File: config.mk
export PLATFORM = sky130hd
export DESIGN_NAME = icy_metadata_deframer_core
export DESIGN_NICKNAME = d
export VERILOG_FILES = /design/src/icy_pkg.sv /design/src/icy_csr.sv /design/src/icy_deframe.sv /design/src/icy_metadata_deframer_core.sv
export VERILOG_INCLUDE_DIRS = /design/src /design/src/src
export SDC_FILE = /design/constraint.sdc
export NUM_CORES = 1
export LEC_CHECK = 0
export BUFFER_PORTS_ARGS = -buffer_cell sky130_fd_sc_hd__buf_2
export CAP_MARGIN = 20
export CORE_MARGIN = 4
export CORE_UTILIZATION = 39
export DETAILED_ROUTE_END_ITERATION = 12
export GPL_TIMING_DRIVEN = 1
export PLACE_DENSITY_LB_ADDON = 0.25
export SETUP_SLACK_MARGIN = 0.3
export SLEW_MARGIN = 10
export SYNTH_ARGS = -nofsm -noshare
export SYNTH_HDL_FRONTEND = slang
export SYNTH_SLANG_ARGS = --single-unit
File: constraint.sdc
create_clock -name clock -period 4.2 [get_ports clock]
set_clock_uncertainty 0.05 [all_clocks]
set_input_delay 0 -clock clock [delete_from_list [all_inputs] [get_ports clock]]
set_output_delay 0 -clock clock [all_outputs]
set_load 0.03 [all_outputs]
File: src/icy_metadata_deframer_core_assert.svh
// ----------------------------------------------------------------------------
// icy_metadata_deframer_core assertion macros
// Concurrent assertion helpers shared by the deframer RTL.
// ----------------------------------------------------------------------------
`ifndef ICY_METADATA_DEFRAMER_CORE_ASSERT_SVH
`define ICY_METADATA_DEFRAMER_CORE_ASSERT_SVH

// antecedent implies consequent in the same cycle
`define ICY_ASSERT_SAME(label, clk, rst, ante, cons) \
   label: assert property (@(posedge clk) disable iff (rst) (ante) |-> (cons)) \
      else $error("assertion failed");

// antecedent implies consequent in the next cycle
`define ICY_ASSERT_NEXT(label, clk, rst, ante, cons) \
   label: assert property (@(posedge clk) disable iff (rst) (ante) |=> (cons)) \
      else $error("assertion failed");

`endif

File: src/icy_pkg.sv
// ----------------------------------------------------------------------------
// icy_pkg
// Shared types and constants for the ICY metadata deframer.
// ----------------------------------------------------------------------------
package icy_pkg;

   localparam int BYTE_W     = 8;
   localparam int KIND_W     = 2;
   localparam int INTERVAL_W = 20;
   localparam int REMAIN_W   = 12;
   localparam int COUNT_W    = 32;
   localparam int UNIT_SHIFT = 4;   // length byte counts blocks of 16 bytes
   localparam int CSR_DATA_W = 32;
   localparam int CSR_ADDR_W = 3;

   typedef enum logic [KIND_W-1:0] {
      KIND_AUDIO = 2'd0,
      KIND_LEN   = 2'd1,
      KIND_META  = 2'd2
   } kind_type;

   typedef enum logic [1:0] {
      PHASE_AUDIO = 2'd0,
      PHASE_META  = 2'd1
   } phase_type;

   typedef enum logic {
      REG_META_INTERVAL = 1'b0
   } reg_index_type;

   typedef struct packed {
      kind_type             kind;
      logic                 last;
      logic [COUNT_W-1:0]   audio_position;
   } step_result_type;

endpackage

File: src/icy_csr.sv
// ----------------------------------------------------------------------------
// icy_csr
// APB-style register file holding the metadata interval.
// ----------------------------------------------------------------------------
module icy_csr (
   input  logic                                clock,
   input  logic                                reset,
   input  logic                                psel,
   input  logic                                penable,
   input  logic                                pwrite,
   input  logic [icy_pkg::CSR_ADDR_W-1:0]      paddr,
   input  logic [icy_pkg::CSR_DATA_W-1:0]      pwdata,
   output logic [icy_pkg::CSR_DATA_W-1:0]      prdata,
   output logic                                pready,
   output logic [icy_pkg::INTERVAL_W-1:0]      meta_interval
);

   logic [icy_pkg::INTERVAL_W-1:0] interval_ff;
   logic [icy_pkg::INTERVAL_W-1:0] interval_in;
   icy_pkg::reg_index_type         index;
   logic                           write_en;

   assign index    = icy_pkg::reg_index_type'(paddr[icy_pkg::CSR_ADDR_W-1]);
   assign write_en = psel && penable && pwrite;
   assign pready   = 1'b1;

   always_comb begin
      interval_in = interval_ff;
      if (write_en && index == icy_pkg::REG_META_INTERVAL) begin
         interval_in = pwdata[icy_pkg::INTERVAL_W-1:0];
      end
   end

   always_ff @(posedge clock) begin
      if (reset) begin
         interval_ff <= '0;
      end else begin
         interval_ff <= interval_in;
      end
   end

   always_comb begin
      unique case (index)
         icy_pkg::REG_META_INTERVAL:
            prdata = {{(icy_pkg::CSR_DATA_W-icy_pkg::INTERVAL_W){1'b0}}, interval_ff};
         default: prdata = '0;
      endcase
   end

   assign meta_interval = interval_ff;

endmodule

File: src/icy_deframe.sv
// ----------------------------------------------------------------------------
// icy_deframe
// Deframer state and per-byte classification step.
// ----------------------------------------------------------------------------
module icy_deframe (
   input  logic                              clock,
   input  logic                              reset,
   input  logic                              step_en,
   input  logic [icy_pkg::BYTE_W-1:0]        data_byte,
   input  logic [icy_pkg::INTERVAL_W-1:0]    meta_interval,
   output icy_pkg::step_result_type          result
);

   icy_pkg::phase_type              phase_ff, phase_in;
   logic [icy_pkg::INTERVAL_W-1:0]  icount_ff, icount_in;
   logic [icy_pkg::REMAIN_W-1:0]    remain_ff, remain_in;
   logic [icy_pkg::COUNT_W-1:0]     acount_ff, acount_in;
   logic [icy_pkg::REMAIN_W-1:0]    remain_dec;
   logic [icy_pkg::REMAIN_W-1:0]    block_len;

   assign remain_dec = (remain_ff != '0) ? remain_ff - 1'b1 : '0;
   assign block_len  = {data_byte, {icy_pkg::UNIT_SHIFT{1'b0}}};

   always_comb begin
      phase_in    = phase_ff;
      icount_in   = icount_ff;
      remain_in   = remain_ff;
      acount_in   = acount_ff;
      result.kind = icy_pkg::KIND_AUDIO;
      result.last = 1'b0;
      if (meta_interval == '0) begin
         phase_in  = icy_pkg::PHASE_AUDIO;
         icount_in = '0;
         remain_in = '0;
         acount_in = acount_ff + 1'b1;
      end else if (phase_ff == icy_pkg::PHASE_META) begin
         result.kind = icy_pkg::KIND_META;
         remain_in   = remain_dec;
         if (remain_dec == '0) begin
            result.last = 1'b1;
            phase_in    = icy_pkg::PHASE_AUDIO;
            icount_in   = '0;
         end
      end else if (icount_ff >= meta_interval) begin
         result.kind = icy_pkg::KIND_LEN;
         remain_in   = block_len;
         icount_in   = '0;
         if (block_len == '0) begin
            result.last = 1'b1;
            phase_in    = icy_pkg::PHASE_AUDIO;
         end else begin
            phase_in    = icy_pkg::PHASE_META;
         end
      end else begin
         phase_in  = icy_pkg::PHASE_AUDIO;
         icount_in = icount_ff + 1'b1;
         acount_in = acount_ff + 1'b1;
      end
      result.audio_position = acount_in;
   end

   always_ff @(posedge clock) begin
      if (reset) begin
         phase_ff  <= icy_pkg::PHASE_AUDIO;
         icount_ff <= '0;
         remain_ff <= '0;
         acount_ff <= '0;
      end else if (step_en) begin
         phase_ff  <= phase_in;
         icount_ff <= icount_in;
         remain_ff <= remain_in;
         acount_ff <= acount_in;
      end
   end

endmodule

File: src/icy_metadata_deframer_core.sv
// ----------------------------------------------------------------------------
// icy_metadata_deframer_core
// Splits an ICY stream body into audio, metadata length and metadata bytes.
// ----------------------------------------------------------------------------
// Takes one byte per clock while not stalled and returns one result per byte.
// The byte goes to an input register, the classification step (one compare
// of the interval count and the counter updates) runs between that register
// and the result register, so a full byte per cycle is sustained whenever
// the result side is not stalled. Write meta_interval (register 0, byte
// address 0) only while no bytes are in flight.
module icy_metadata_deframer_core (
   input  logic                              clock,
   input  logic                              reset,
   input  logic                              req_valid,
   output logic                              req_stall,
   input  logic [icy_pkg::BYTE_W-1:0]        req_data_byte,
   output logic                              rsp_valid,
   input  logic                              rsp_stall,
   output logic [icy_pkg::BYTE_W-1:0]        rsp_out_byte,
   output logic [icy_pkg::KIND_W-1:0]        rsp_byte_kind,
   output logic                              rsp_meta_last,
   output logic [icy_pkg::COUNT_W-1:0]       rsp_audio_position,
   input  logic                              csr_psel,
   input  logic                              csr_penable,
   input  logic                              csr_pwrite,
   input  logic [icy_pkg::CSR_ADDR_W-1:0]    csr_paddr,
   input  logic [icy_pkg::CSR_DATA_W-1:0]    csr_pwdata,
   output logic [icy_pkg::CSR_DATA_W-1:0]    csr_prdata,
   output logic                              csr_pready
);

`include "icy_metadata_deframer_core_assert.svh"

   logic [icy_pkg::INTERVAL_W-1:0]  meta_interval;
   logic                            in_valid_ff, in_valid_in;
   logic [icy_pkg::BYTE_W-1:0]      in_byte_ff;
   logic                            out_valid_ff, out_valid_in;
   logic [icy_pkg::BYTE_W-1:0]      out_byte_ff;
   icy_pkg::step_result_type        out_result_ff;
   icy_pkg::step_result_type        step_result;
   logic                            out_open;
   logic                            step_en;
   logic                            in_load;

   icy_csr u_csr (
      .clock         (clock),
      .reset         (reset),
      .psel          (csr_psel),
      .penable       (csr_penable),
      .pwrite        (csr_pwrite),
      .paddr         (csr_paddr),
      .pwdata        (csr_pwdata),
      .prdata        (csr_prdata),
      .pready        (csr_pready),
      .meta_interval (meta_interval)
   );

   icy_deframe u_deframe (
      .clock         (clock),
      .reset         (reset),
      .step_en       (step_en),
      .data_byte     (in_byte_ff),
      .meta_interval (meta_interval),
      .result        (step_result)
   );

   assign out_open  = !out_valid_ff || !rsp_stall;
   assign step_en   = in_valid_ff && out_open;
   assign req_stall = in_valid_ff && !out_open;
   assign in_load   = req_valid && !req_stall;

   always_comb begin
      in_valid_in  = in_load || (in_valid_ff && !step_en);
      out_valid_in = step_en || (out_valid_ff && rsp_stall);
   end

   always_ff @(posedge clock) begin
      if (reset) begin
         in_valid_ff  <= 1'b0;
         out_valid_ff <= 1'b0;
      end else begin
         in_valid_ff  <= in_valid_in;
         out_valid_ff <= out_valid_in;
      end
   end

   always_ff @(posedge clock) begin
      if (in_load) begin
         in_byte_ff <= req_data_byte;
      end
      if (step_en) begin
         out_byte_ff   <= in_byte_ff;
         out_result_ff <= step_result;
      end
   end

   assign rsp_valid          = out_valid_ff;
   assign rsp_out_byte       = out_byte_ff;
   assign rsp_byte_kind      = out_result_ff.kind;
   assign rsp_meta_last      = out_result_ff.last;
   assign rsp_audio_position = out_result_ff.audio_position;

   `ICY_ASSERT_SAME(a_kind_legal, clock, reset, rsp_valid, rsp_byte_kind != 2'd3)
   `ICY_ASSERT_SAME(a_last_not_audio, clock, reset, rsp_valid && rsp_meta_last, rsp_byte_kind != icy_pkg::KIND_AUDIO)
   `ICY_ASSERT_NEXT(a_in_hold, clock, reset, in_valid_ff && !step_en, in_valid_ff && $stable(in_byte_ff))

endmodule
==> impl_metrics.json <==
{
  "outcome": "complete, no violations",
  "min_path_type": "input pin to flip-flop",
  "row_count": 49,
  "avgViaCountPerCell": 5.252,
  "slew_headroom_pct": 42.57,
  "required_ns": 4.43,
  "dpl_cell_area_mm2": 0.007829,
  "synthDominantCellAreaShare_pct": 24.23,
  "grt_antenna_before_repair": 0,
  "grt_util_met1_pct": 22.92,
  "ys_seq_area_share_pct": 45.54,
  "power_frac_seq_pct": 41.9,
  "grt_pass1_wl_um": 28630,
  "grt_busiest_layer": "met2",
  "cts_max_level": 4,
  "grt-ovfl-total": 0,
  "drive_above_1_share_pct": 16.31,
  "wl_um": 17430,
  "grt_usage_pct": 17.02,
  "cts_buffers": 17,
  "area_delta_synth_final_pct": 22.63,
  "finalSetupTns_ns": 0,
  "core_area_mm2": 0.01802,
  "period_minus_slack_ns": 3.445,
  "cts_tree": "built",
  "pre_cts_slack_ns": 0.8543,
  "clock_latency_ns": 0.42,
  "netlist-cell-type-count": 69,
  "postSynthAreaPerCell_um2": 8.963,
  "power_frac_comb_pct": 11.8,
  "synth_warnings": 0,
  "grt_pass1_vias": 5877,
  "finalHoldViolations": 0,
  "netlist_area_mm2": 0.007188,
  "maxCapViolCount": 0,
  "leakage_nw": 3.364,
  "netSwitchingPower_uw": 866.8,
  "layout.cells.non_filler": 1161,
  "cpPeakStageDelay_ns": 0.69,
  "wl_per_cell_um": 15.01,
  "netlist_instances": 802,
  "p_int_mw": 2.601,
  "power.density_mw_per_mm2": 393.4,
  "port_buffers": 100,
  "slew_viol_final": 0,
  "ys.flop_type": "dfxtp_1",
  "layout.nets": 993,
  "async_flop_share_pct": 0,
  "rsz0062_at_grt": "no",
  "die_h_um": 143.8,
  "start_util_pct": 39.88,
  "use_met3_pct": 3.361,
  "cp.arrival_ns": 3.67,
  "critPathSlowestCell": "o21bai_1",
  "grt_max_degree": 61,
  "clk_path_buf_depth": 2,
  "path_clk_slew_ns": 0.06,
  "drcViolationCount": 0,
  "gp_routability_congestion": 0.8408,
  "setup_viol": 0,
  "n_antenna_cell": 0,
  "worst-path-max-fanout": 10,
  "regToRegSetupSlack_ns": 0.76,
  "met2_usage_pct": 27.47,
  "critPathLaunchType": "flip-flop",
  "dp_cells": 1096,
  "worstSetupPathType": "flip-flop to flip-flop",
  "final_cell_area_mm2": 0.008815,
  "worst_ir_drop_vdd_v": 0.0002703,
  "io_pins": 128,
  "hpwl_um": 11610,
  "vias": 6098,
  "p_total_mw": 3.468,
  "fp.dieArea_mm2": 0.02067,
  "endpoint_kind": "flip-flop",
  "ant_nets": 0,
  "setup_slack_ns": 0.7552,
  "drt_iter0_drc": 445,
  "ys_top_cells_by_area": "dfxtp_1 (24%), edfxtp_1 (21%), xnor2_1 (5.1%)",
  "ys_ff_latch": 138,
  "firstDrtPassIters": 5,
  "clock.fmax_mhz": 290.3,
  "power_frac_clock_pct": 46.3,
  "swShare_pct": 25.00,
  "synth_top_cell_by_area": "dfxtp_1",
  "worstMarginPinSlew_ns": 0.8398,
  "post-route-period-util_pct": 82.02,
  "path_cells": "inv_1, ha_1, nand4_1, nor3_1, nand4_1, o21ai_1, o21ai_1, o21bai_1, nor2_1",
  "root_buffer": "clkbuf_16",
  "synth_edf_count": 51,
  "die_w_um": 143.8,
  "cts.sinks": 138
}
## worst paths after layout
path,endpoint,depth (start not counted),from
setup reg to reg,u_deframe.icount_ff[18],9,u_csr.meta_interval[17]
setup / recovery,u_deframe.icount_ff[18],9,u_csr.meta_interval[17]
hold / removal,in_byte_ff[4],2,req_data_byte[4]
hold reg to reg,u_csr.meta_interval[5],2,u_csr.meta_interval[5]
## cell families (layout without fill, tap and decap cells)
family | count (synthesis) | count (layout) | synth area share, %
other cells | 2 | 13 | 0.1045
flops | 138 | 138 | 45.54
compound gates | 153 | 153 | 13.82
fa+ha+maj | 24 | 24 | 4.178
buf+inv | 93 | 212 | 5.692
simple gates | 329 | 329 | 22.82
mux | 7 | 7 | 1.027
xor+xnor | 56 | 56 | 6.823
## flip-flops by register name (all words and copies together) (netlist names)
name                 count
rsp_audio_position      32
u_deframe.acount_ff     32
u_csr.meta_interval     20
u_deframe.icount_ff     20
u_deframe.remain_ff     12
in_byte_ff               8
rsp_out_byte             8
rsp_byte_kind            2
in_valid_ff              1
rsp_meta_last            1
rsp_valid                1
u_deframe.phase_ff       1
## through the flow
step	hold WS (ns)	utilization [%]
after floorplan	0.04887	-
after global placement	0.1422	43.43
after detailed placement	0.1294	43.43
after CTS	0.2272	48.74
after global routing	0.2512	48.90
final	0.2546	48.90
## synthesized netlist by cell type, drive strengths merged, types with 4 or more instances
library cell and number:
nand2 94, dfxtp 87, nor2 79, a21oi 66, edfxtp 51, xnor2 42
clkbuf 40, inv 34, nand3 30, nor3 25, ha 24, or4 20
o21ai 19, buf 18, nor4 16, o31ai 14, xor2 14, and3 11
or3 11, a22oi 9, nand4 9, a211oi 8, and2 7, and4 7
a21o 5, a21boi 4, mux2i 4, nor2b 4
## cell usage in the layout, fill, tap and decap left out, drive strengths merged, types with 5 or more instances in the layout
| master | count |
|---|---|
| and3 | 11 |
| buf | 113 |
| nand4 | 9 |
| a21oi | 66 |
| nand2 | 94 |
| nor2 | 79 |
| nand3 | 30 |
| xor2 | 14 |
| inv | 34 |
| or4 | 20 |
| dfxtp | 87 |
| xnor2 | 42 |
| conb | 13 |
| edfxtp | 51 |
| a21o | 5 |
| o21ai | 19 |
| ha | 24 |
| or3 | 11 |
| and2 | 7 |
| clkbuf | 22 |
| o31ai | 14 |
| a211oi | 8 |
| dlygate4sd3 | 32 |
| nor3 | 25 |
| nor4 | 16 |
| clkinv | 7 |
| and4 | 7 |
| a22oi | 9 |
## critical path: cells and delay by family (launching register included)
family / cells / cell delay (ns)
compound gates: 3 / 1.44
simple gates: 4 / 1.04
flops: 1 / 0.36
fa+ha+maj: 1 / 0.31
buf+inv: 1 / 0.09
## layout make-up
type | instances | area, um2
Multi-Input combinational cell | 582 | 3547
Clock buffer | 22 | 510.5
Inverter | 35 | 131.4
Timing Repair Buffer | 145 | 930.9
Tap cell | 229 | 286.5
Fill cell | 1697 | 9210
Clock inverter | 10 | 135.1
Sequential cell | 138 | 3273
## layer usage
metal	up-vias	wire length [um]
met3	20	869
met5	-	0
li1	3096	-
met2	168	7845
met1	2814	8448
met4	0	268
## repair_timing
action,in CTS,in global routing
buffers inserted,0,0
hold buffers,31,1
gates resized for setup,0,0
endpoints found under the hold margin,30,9
## power groups by stage
stage / clock (mW) / combinational, mW / sequential, mW
after floorplan: 0 / 0.237 / 1.52
after global placement: 0 / 0.380 / 1.48
after detailed placement: 0 / 0.382 / 1.48
after CTS: 1.63 / 0.405 / 1.45
after global routing: 1.69 / 0.447 / 1.46
final: 1.61 / 0.409 / 1.45
No activity file was read; power rests on OpenSTA's default activity.
